===== src/hw/rtl/glo_pkg.sv =====
// shared types, constants and color functions of the grid line overlay
package glo_pkg;

    typedef struct packed {
        logic [7:0] red;
        logic [7:0] green;
        logic [7:0] blue;
    } rgb_t;

    typedef enum logic [2:0] {
        COLOR_NONE  = 3'd0,
        COLOR_BLACK = 3'd1,
        COLOR_WHITE = 3'd2,
        COLOR_GREEN = 3'd3,
        COLOR_BLUE  = 3'd4,
        COLOR_RED   = 3'd5,
        COLOR_RSVD6 = 3'd6,
        COLOR_RSVD7 = 3'd7
    } color_code_t;

    typedef struct packed {
        logic [3:0]  thick;
        color_code_t color;
        logic        v_en;
        logic        h_en;
    } draw_style_t;

    localparam int STYLE_W = $bits(draw_style_t);
    localparam draw_style_t STYLE_RESET = draw_style_t'(9'd39);

    typedef enum logic [2:0] {
        REG_DRAW_STYLE = 3'd0,
        REG_FRAME_SIZE = 3'd1,
        REG_H_ORIGIN   = 3'd2,
        REG_H_GRID     = 3'd3,
        REG_H_SPAN     = 3'd4,
        REG_V_ORIGIN   = 3'd5,
        REG_V_GRID     = 3'd6,
        REG_V_SPAN     = 3'd7
    } cfg_reg_t;

    localparam rgb_t RGB_BLACK = '{red: 8'h00, green: 8'h00, blue: 8'h00};
    localparam rgb_t RGB_WHITE = '{red: 8'hff, green: 8'hff, blue: 8'hff};
    localparam rgb_t RGB_GREEN = '{red: 8'h00, green: 8'hff, blue: 8'h00};
    localparam rgb_t RGB_BLUE  = '{red: 8'h00, green: 8'h00, blue: 8'hff};
    localparam rgb_t RGB_RED   = '{red: 8'hff, green: 8'h00, blue: 8'h00};

    function automatic rgb_t color_of(input color_code_t code);
        rgb_t c;
        case (code)
            COLOR_WHITE: c = RGB_WHITE;
            COLOR_GREEN: c = RGB_GREEN;
            COLOR_BLUE:  c = RGB_BLUE;
            COLOR_RED:   c = RGB_RED;
            default:     c = RGB_BLACK;
        endcase
        return c;
    endfunction

    function automatic logic color_ok(input color_code_t code);
        logic ok;
        case (code)
            COLOR_BLACK, COLOR_WHITE, COLOR_GREEN, COLOR_BLUE, COLOR_RED: ok = 1'b1;
            default: ok = 1'b0;
        endcase
        return ok;
    endfunction

endpackage


===== src/hw/rtl/glo_div.sv =====
// two-lane pipelined restoring divider, one quotient bit per stage
module glo_div #(
    parameter int DVD_W  = 15,
    parameter int DVS_W  = 14,
    parameter int SIDE_W = 1
) (
    input  logic                          aclk,
    input  logic                          aresetn,
    input  logic                          en,
    input  logic                          in_valid,
    input  logic [1:0][DVD_W-1:0]         in_dvd,
    input  logic [1:0][DVS_W-1:0]         dvs,
    input  logic [SIDE_W-1:0]             in_side,
    output logic                          out_valid,
    output logic [1:0][DVD_W-1:0]         out_quo,
    output logic [1:0][DVS_W-1:0]         out_rem,
    output logic [SIDE_W-1:0]             out_side
);

    logic                  vld_reg  [DVD_W];
    logic [1:0][DVD_W-1:0] qd_reg   [DVD_W];
    logic [1:0][DVS_W-1:0] rem_reg  [DVD_W];
    logic [SIDE_W-1:0]     side_reg [DVD_W];

    for (genvar j = 0; j < DVD_W; j++) begin : g_step
        logic                  vld_in;
        logic [1:0][DVD_W-1:0] qd_in;
        logic [1:0][DVS_W-1:0] rem_in;
        logic [SIDE_W-1:0]     side_in;
        logic [1:0][DVD_W-1:0] qd_next;
        logic [1:0][DVS_W-1:0] rem_next;

        if (j == 0) begin : g_first
            assign vld_in  = in_valid;
            assign qd_in   = in_dvd;
            assign rem_in  = '0;
            assign side_in = in_side;
        end else begin : g_rest
            assign vld_in  = vld_reg[j-1];
            assign qd_in   = qd_reg[j-1];
            assign rem_in  = rem_reg[j-1];
            assign side_in = side_reg[j-1];
        end

        for (genvar l = 0; l < 2; l++) begin : g_lane
            logic [DVS_W:0] trial;
            logic [DVS_W:0] diff;
            logic           ge;

            assign trial       = {rem_in[l], qd_in[l][DVD_W-1]};
            assign diff        = trial - {1'b0, dvs[l]};
            assign ge          = trial >= {1'b0, dvs[l]};
            assign rem_next[l] = ge ? diff[DVS_W-1:0] : trial[DVS_W-1:0];
            assign qd_next[l]  = {qd_in[l][DVD_W-2:0], ge};
        end

        always_ff @(posedge aclk) begin
            if (!aresetn) begin
                vld_reg[j] <= 1'b0;
            end else if (en) begin
                vld_reg[j] <= vld_in;
            end
        end

        always_ff @(posedge aclk) begin
            if (en) begin
                qd_reg[j]   <= qd_next;
                rem_reg[j]  <= rem_next;
                side_reg[j] <= side_in;
            end
        end
    end

    assign out_valid = vld_reg[DVD_W-1];
    assign out_quo   = qd_reg[DVD_W-1];
    assign out_rem   = rem_reg[DVD_W-1];
    assign out_side  = side_reg[DVD_W-1];

endmodule


===== src/hw/rtl/grid_line_overlay.sv =====
// grid line overlay top level: config registers, pixel pipeline, output register
// throughput: one pixel per cycle; the pipeline halts only while a result waits and m_tready is low
// depth is set by the line-index divider, one quotient bit per stage per direction
// reset: synchronous active-low aresetn clears valid bits and loads register defaults
module grid_line_overlay
    import glo_pkg::*;
#(
    parameter int COORD_BITS = 14,
    parameter int COUNT_BITS = 10
) (
    input  logic aclk,
    input  logic aresetn,
    input  logic s_tvalid,
    output logic s_tready,
    // pix_col, pix_row, in_blue, in_green, in_red, zero fill
    input  logic [((2*COORD_BITS+24+7)/8)*8-1:0] s_tdata,
    output logic        m_tvalid,
    input  logic        m_tready,
    // out_blue, out_green, out_red
    output logic [23:0] m_tdata,
    // on_grid
    output logic [0:0]  m_tuser,
    input  logic        cfg_wr_en,
    input  logic [2:0]  cfg_addr,
    input  logic [((2*COORD_BITS > COORD_BITS+COUNT_BITS) ?
                   2*COORD_BITS : COORD_BITS+COUNT_BITS)-1:0] cfg_wdata
);

    localparam int C  = COORD_BITS;
    localparam int N  = COUNT_BITS;
    localparam int XW = C + 1;
    localparam int MW = C + N;
    localparam int QW = (XW > N) ? XW : N;

    typedef struct packed {
        rgb_t          pix;
        logic          h_ok;
        logic          v_ok;
        logic [XW-1:0] hx;
        logic [XW-1:0] vx;
    } side_t;

    localparam int SIDE_W = $bits(side_t);

    function automatic logic [2*C-1:0] span_fn(input logic [2*C-1:0] span,
                                               input logic [C-1:0]   lim);
        logic [C-1:0] a;
        logic [C-1:0] b;
        logic [C-1:0] t;
        a = span[C-1:0];
        b = span[2*C-1:C];
        if (b == '0) begin
            b = lim;
        end
        if (b < a) begin
            t = a;
            a = b;
            b = t;
        end
        if (b > lim) begin
            b = lim;
        end
        return {b, a};
    endfunction

    function automatic logic line_hit(input logic          ok,
                                      input logic [XW-1:0] x,
                                      input logic [XW-1:0] q,
                                      input logic [C-1:0]  r,
                                      input logic [C-1:0]  step,
                                      input logic [N-1:0]  count,
                                      input logic [MW-1:0] m,
                                      input logic [3:0]    spn);
        logic res;
        res = 1'b0;
        if (ok) begin
            if (step == '0) begin
                res = (x <= XW'(spn));
            end else if (QW'(q) < QW'(count)) begin
                res = (r <= C'(spn));
            end else begin
                res = ((MW+1)'(x) <= (MW+1)'(m) + (MW+1)'(spn));
            end
        end
        return res;
    endfunction

    // configuration registers
    draw_style_t    style_reg;
    logic [2*C-1:0] frame_reg;
    logic [C-1:0]   h_origin_reg;
    logic [C+N-1:0] h_grid_reg;
    logic [2*C-1:0] h_span_reg;
    logic [C-1:0]   v_origin_reg;
    logic [C+N-1:0] v_grid_reg;
    logic [2*C-1:0] v_span_reg;

    always_ff @(posedge aclk) begin
        if (!aresetn) begin
            style_reg    <= STYLE_RESET;
            frame_reg    <= '0;
            h_origin_reg <= '0;
            h_grid_reg   <= '0;
            h_span_reg   <= '0;
            v_origin_reg <= '0;
            v_grid_reg   <= '0;
            v_span_reg   <= '0;
        end else if (cfg_wr_en) begin
            case (cfg_reg_t'(cfg_addr))
                REG_DRAW_STYLE: style_reg    <= draw_style_t'(cfg_wdata[STYLE_W-1:0]);
                REG_FRAME_SIZE: frame_reg    <= cfg_wdata[2*C-1:0];
                REG_H_ORIGIN:   h_origin_reg <= cfg_wdata[C-1:0];
                REG_H_GRID:     h_grid_reg   <= cfg_wdata[C+N-1:0];
                REG_H_SPAN:     h_span_reg   <= cfg_wdata[2*C-1:0];
                REG_V_ORIGIN:   v_origin_reg <= cfg_wdata[C-1:0];
                REG_V_GRID:     v_grid_reg   <= cfg_wdata[C+N-1:0];
                REG_V_SPAN:     v_span_reg   <= cfg_wdata[2*C-1:0];
                default: ;
            endcase
        end
    end

    logic [C-1:0] fw;
    logic [C-1:0] fh;
    logic [C-1:0] h_step;
    logic [C-1:0] v_step;
    logic [N-1:0] h_count;
    logic [N-1:0] v_count;
    logic [N-1:0] h_cm1;
    logic [N-1:0] v_cm1;
    logic [2:0]   half;
    logic         even;
    logic [3:0]   spn;

    assign fw      = frame_reg[C-1:0];
    assign fh      = frame_reg[2*C-1:C];
    assign h_step  = h_grid_reg[C-1:0];
    assign v_step  = v_grid_reg[C-1:0];
    assign h_count = h_grid_reg[C+N-1:C];
    assign v_count = v_grid_reg[C+N-1:C];
    assign h_cm1   = h_count - N'(1);
    assign v_cm1   = v_count - N'(1);
    assign half    = style_reg.thick[3:1];
    assign even    = ~style_reg.thick[0];
    assign spn     = style_reg.thick - 4'd1;

    // values that follow from the registers alone
    logic [2*C-1:0] hspan_reg;
    logic [2*C-1:0] vspan_reg;
    logic [MW-1:0]  hm_reg;
    logic [MW-1:0]  vm_reg;

    always_ff @(posedge aclk) begin
        hspan_reg <= span_fn(h_span_reg, fw);
        vspan_reg <= span_fn(v_span_reg, fh);
        hm_reg    <= MW'(h_cm1) * MW'(h_step);
        vm_reg    <= MW'(v_cm1) * MW'(v_step);
    end

    logic en;
    logic m_valid_reg;
    rgb_t m_data_reg;
    logic m_user_reg;

    assign en       = ~m_valid_reg | m_tready;
    assign s_tready = en;

    // stage 1: capture the pixel
    logic         s1_valid_reg;
    logic [C-1:0] s1_col_reg;
    logic [C-1:0] s1_row_reg;
    rgb_t         s1_pix_reg;
    rgb_t         in_pix;

    assign in_pix.blue  = s_tdata[2*C+7:2*C];
    assign in_pix.green = s_tdata[2*C+15:2*C+8];
    assign in_pix.red   = s_tdata[2*C+23:2*C+16];

    // stage 2: style and frame test and offsets from the clamped origins
    logic         s2_valid_reg;
    logic [C-1:0] s2_col_reg;
    logic [C-1:0] s2_row_reg;
    rgb_t         s2_pix_reg;
    logic         s2_ok_reg;
    logic [C+1:0] s2_hx_reg;
    logic [C+1:0] s2_vx_reg;

    logic         s2_ok_next;
    logic [C-1:0] h_org;
    logic [C-1:0] v_org;
    logic [C+1:0] s2_hx_next;
    logic [C+1:0] s2_vx_next;

    always_comb begin
        s2_ok_next = color_ok(style_reg.color) && (style_reg.thick != 4'd0) &&
                     (s1_col_reg < fw) && (s1_row_reg < fh);
        h_org      = (h_origin_reg > fh) ? fh : h_origin_reg;
        v_org      = (v_origin_reg > fw) ? fw : v_origin_reg;
        s2_hx_next = (C+2)'(s1_row_reg) + (C+2)'(half) - (C+2)'(h_org) - (C+2)'(even);
        s2_vx_next = (C+2)'(s1_col_reg) + (C+2)'(half) - (C+2)'(v_org) - (C+2)'(even);
    end

    // stage 3: span and enable tests
    logic  s3_valid_reg;
    side_t s3_side_reg;
    side_t s3_side_next;

    always_comb begin
        s3_side_next.pix  = s2_pix_reg;
        s3_side_next.hx   = s2_hx_reg[C:0];
        s3_side_next.vx   = s2_vx_reg[C:0];
        s3_side_next.h_ok = s2_ok_reg && style_reg.h_en && !s2_hx_reg[C+1] &&
                            (h_count != '0) &&
                            (s2_col_reg >= hspan_reg[C-1:0]) &&
                            (s2_col_reg < hspan_reg[2*C-1:C]);
        s3_side_next.v_ok = s2_ok_reg && style_reg.v_en && !s2_vx_reg[C+1] &&
                            (v_count != '0) &&
                            (s2_row_reg >= vspan_reg[C-1:0]) &&
                            (s2_row_reg < vspan_reg[2*C-1:C]);
    end

    always_ff @(posedge aclk) begin
        if (!aresetn) begin
            s1_valid_reg <= 1'b0;
            s2_valid_reg <= 1'b0;
            s3_valid_reg <= 1'b0;
        end else if (en) begin
            s1_valid_reg <= s_tvalid;
            s2_valid_reg <= s1_valid_reg;
            s3_valid_reg <= s2_valid_reg;
        end
    end

    always_ff @(posedge aclk) begin
        if (en) begin
            s1_col_reg  <= s_tdata[C-1:0];
            s1_row_reg  <= s_tdata[2*C-1:C];
            s1_pix_reg  <= in_pix;
            s2_col_reg  <= s1_col_reg;
            s2_row_reg  <= s1_row_reg;
            s2_pix_reg  <= s1_pix_reg;
            s2_ok_reg   <= s2_ok_next;
            s2_hx_reg   <= s2_hx_next;
            s2_vx_reg   <= s2_vx_next;
            s3_side_reg <= s3_side_next;
        end
    end

    // line index per direction: lane 0 horizontal, lane 1 vertical
    logic [1:0][XW-1:0] div_dvd;
    logic [1:0][C-1:0]  div_dvs;
    logic               div_valid;
    logic [1:0][XW-1:0] div_quo;
    logic [1:0][C-1:0]  div_rem;
    logic [SIDE_W-1:0]  div_side;

    assign div_dvd[0] = s3_side_reg.hx;
    assign div_dvd[1] = s3_side_reg.vx;
    assign div_dvs[0] = h_step;
    assign div_dvs[1] = v_step;

    glo_div #(
        .DVD_W  (XW),
        .DVS_W  (C),
        .SIDE_W (SIDE_W)
    ) u_div (
        .aclk      (aclk),
        .aresetn   (aresetn),
        .en        (en),
        .in_valid  (s3_valid_reg),
        .in_dvd    (div_dvd),
        .dvs       (div_dvs),
        .in_side   (s3_side_reg),
        .out_valid (div_valid),
        .out_quo   (div_quo),
        .out_rem   (div_rem),
        .out_side  (div_side)
    );

    // final stage: line test and color select
    side_t fin_side;
    logic  h_hit;
    logic  v_hit;
    logic  hit;

    always_comb begin
        fin_side = side_t'(div_side);
        h_hit    = line_hit(fin_side.h_ok, fin_side.hx, div_quo[0], div_rem[0],
                            h_step, h_count, hm_reg, spn);
        v_hit    = line_hit(fin_side.v_ok, fin_side.vx, div_quo[1], div_rem[1],
                            v_step, v_count, vm_reg, spn);
        hit      = h_hit | v_hit;
    end

    always_ff @(posedge aclk) begin
        if (!aresetn) begin
            m_valid_reg <= 1'b0;
        end else if (en) begin
            m_valid_reg <= div_valid;
        end
    end

    always_ff @(posedge aclk) begin
        if (en) begin
            m_data_reg <= hit ? color_of(style_reg.color) : fin_side.pix;
            m_user_reg <= hit;
        end
    end

    assign m_tvalid   = m_valid_reg;
    assign m_tdata    = m_data_reg;
    assign m_tuser[0] = m_user_reg;

endmodule


===== config.mk =====
export PLATFORM = sky130hd
export DESIGN_NAME = grid_line_overlay
export DESIGN_NICKNAME = d
export VERILOG_FILES = /design/src/hw/rtl/glo_pkg.sv /design/src/hw/rtl/glo_div.sv /design/src/hw/rtl/grid_line_overlay.sv
export SDC_FILE = /design/constraint.sdc
export NUM_CORES = 2
export LEC_CHECK = 0
export ABC_AREA = 1
export BUFFER_PORTS_ARGS = -buffer_cell sky130_fd_sc_hd__buf_2
export CAP_MARGIN = 0
export CORE_ASPECT_RATIO = 0.9
export CORE_UTILIZATION = 65
export CTS_CLUSTER_DIAMETER = 80
export DETAILED_ROUTE_END_ITERATION = 7
export GPL_TIMING_DRIVEN = 0
export PLACE_DENSITY_LB_ADDON = 0.3
export REMOVE_ABC_BUFFERS = 1
export SETUP_SLACK_MARGIN = 0.15
export SKIP_CTS_REPAIR_TIMING = 1
export SLEW_MARGIN = 20
export SYNTH_ARGS = -nofsm -noshare
export SYNTH_HDL_FRONTEND = slang
export SYNTH_SLANG_ARGS = --single-unit

===== constraint.sdc =====
create_clock -name aclk -period 94.5 [get_ports aclk]
set_input_delay 4.725 -clock aclk [delete_from_list [all_inputs] [get_ports aclk]]
set_output_delay 4.725 -clock aclk [all_outputs]
set_load 0.05 [all_outputs]

==> run metrics <==
status=finished with violations; failing checks=design-rule violations; GRT Overall Usage=30.06%; CP required=89,770 ps; vias in the first global route=67,140; I/O pins=119; Final period util=11.93%; die area=approximately 160,000 um2; max-capacitance violation count=0; Peak VDD IR=0.02476 mV; Worst-Margin Slew=1194 ps; Chip Width=420.8 um; Area growth syn-to-layout=9.408%; Rows=137; post-synth top area cell=edfxtp_1; H-tree Lvls=4; routability cong.=around 0.93; leakage power=47.03 nW; Max Buffers Root-to-Sink=3; #FFs+latches synth=2,010; count of input and output buffers=114; DR WL/cell=20.23 um; CP max-delay cell=buf_16; initial antenna violation count=22; Worst setup EP type=primary output; layout cells sized above 1=6.287%; Post-synth EDFFs=1,732; GRT overflow=0; Synth warnings=0; pin count of the biggest net entering global routing=122; R2R cell count=30; global-route wire length before repair=367,800 um; worst rel slew slack=20.14%; Root Driver=clkbuf_16; clk_lat worst skew=~900 ps; initial core utilization=65.85%; DR pass1 iterations=8; DRC=10; TritonCTS clock tree=done; clock tree sinks=2,010; nets=10,667; area occupied by registers=between 50,000 and 60,000 um2; multi-input logic area=39,760 um2; synthesized instance count=9,354; Crit Path Class=input port to primary output; post-layout min period=11,280 ps; finished layout cell area=112,300 um2; post-DR vias/cell=5.866; Synth area leaders=edfxtp_1 51%, ha_1 10%, nand2_1 5.5%; die height=378.9 um; Hold Vio Cnt, Final=0; detailed router's first-iteration violation count=6,337; clk_skew=93.85 ps; post-synthesis sequential area ratio=56.12%; post-route ant nets=0; fmax=between 80 and 90 MHz; Slew Viols, Final=0; Fillers=between 10,000 and 15,000; CP max stage delay=470 ps; P per Cell Area=31.04 nW/um2; Finish-stage setup viols=0; final wirelength=between 200,000 and 250,000 um; most frequent cells in the layout=1,732 x edfxtp_1, 1,501 x nand2_1, 1,115 x inv_1; total negative slack=0 ps; DPL Wire Length=160,100 um; share of the synthesized area in the top cell type=around 51%; FFs w/ async S/R, synth=0%; hold depth=0; WP data arrival=6550 ps; CP cell instances=buf_2 -> nor2_1 -> inv_8 -> buf_16 -> buf_16 -> buf_2; Post-Syn Area=between 100,000 and 150,000 um2; core area=between 150,000 and 200,000 um2; Setup crit start kind=input port; RSZ-0062 raised after global routing=no; commonest non-fill, non-tap cell in the layout=edfxtp_1; total CTS buffers=193; total number of vias=69,104; post-synth cell types=a little over 60; Synth Area per Inst=between 10 and 15 um2; Top FF cell, synth=edfxtp_1; clock transition at the registers of the reported paths=60 ps; Placed Instance Area=105,700 um2; worst-path fanout max=119; Hold/Removal Path Class=register to register; max reg flops=673
[layer usage]
| layer | track usage, % | up-vias | wire length, um |
|---|---|---|---|
| met3 | 6.517 | 662 | 19990 |
| met5 | 0 | - | 41 |
| met1 | 40.80 | 32936 | 99940 |
| met2 | 47.36 | 2737 | 108700 |
| met4 | 11.99 | 6 | 9688 |
| li1 | - | 32763 | - |
[cells by family after synthesis]
| family | after synthesis | synth area share [%] |
|---|---|---|
| buf+inv | 1343 | 5.143 |
| xor+xnor | 426 | 3.644 |
| flops | 2010 | 56.12 |
| fa+ha+maj | 1057 | 14.54 |
| compound gates | 1833 | 9.570 |
| simple gates | 2685 | 10.98 |
[layout make-up]
type | count | share of cell area, %
Clock inverter | 128 | 1.328
Sequential cell | 2010 | 51.30
Timing Repair Buffer | 144 | 1.176
Multi-Input combinational cell | 6001 | 35.42
Antenna cell | 10 | 0.02229
Inverter | 1168 | 3.926
Tap cell | 2085 | 2.324
Clock buffer | 235 | 4.505
[worst paths after layout]
path	slack (ps)	from	endpoint
max	83220	m_tready	s_tready
min	370	u_div.qd_reg[1][32]$_DFFE_PN_	u_div.qd_reg[1][63]$_DFFE_PN_
max reg2reg	87640	frame_reg[27]$_SDFFE_PN0P_	s2_hx_reg[14]$_DFFE_PN_
min reg2reg	370	u_div.qd_reg[1][32]$_DFFE_PN_	u_div.qd_reg[1][63]$_DFFE_PN_
[synth_stat cells (all sizes together) (182+ instances only)]
master	count
a21oi	690
dfxtp	278
edfxtp	1732
fa	226
ha	831
inv	1151
nand2	1541
nand3	243
nor2	655
o21ai	928
xnor2	182
xor2	244
[stage by stage]
stage | hold WS (ps) | util (%) | instances | power (W) | setup slack (ps)
floorplan | 400.3 | - | 9179 | 0.002341 | 45180
global placement | 400.1 | 67.31 | 11378 | 0.002611 | 29610
detailed placement | 404.5 | 67.82 | 11408 | 0.002670 | 83250
CTS | 358.6 | 72.03 | 11771 | 0.003480 | 83270
global route | 376.3 | 72.03 | 11776 | 0.003715 | 83170
finish | 367.5 | 72.04 | 11781 | 0.003485 | 83220
[worst max-delay path: cells and delay by family]
kind | cells | cell delay [ps]
buffers and inverters | 5 | 1550
AND/OR/NAND/NOR | 1 | 90
[power by group]
group | switching, W | internal [W]
sequential | 0.000146 | 0.00136
clock | 0.000354 | 0.000438
combinational | 0.000745 | 0.000447
Power figures use the tool's default switching activity.
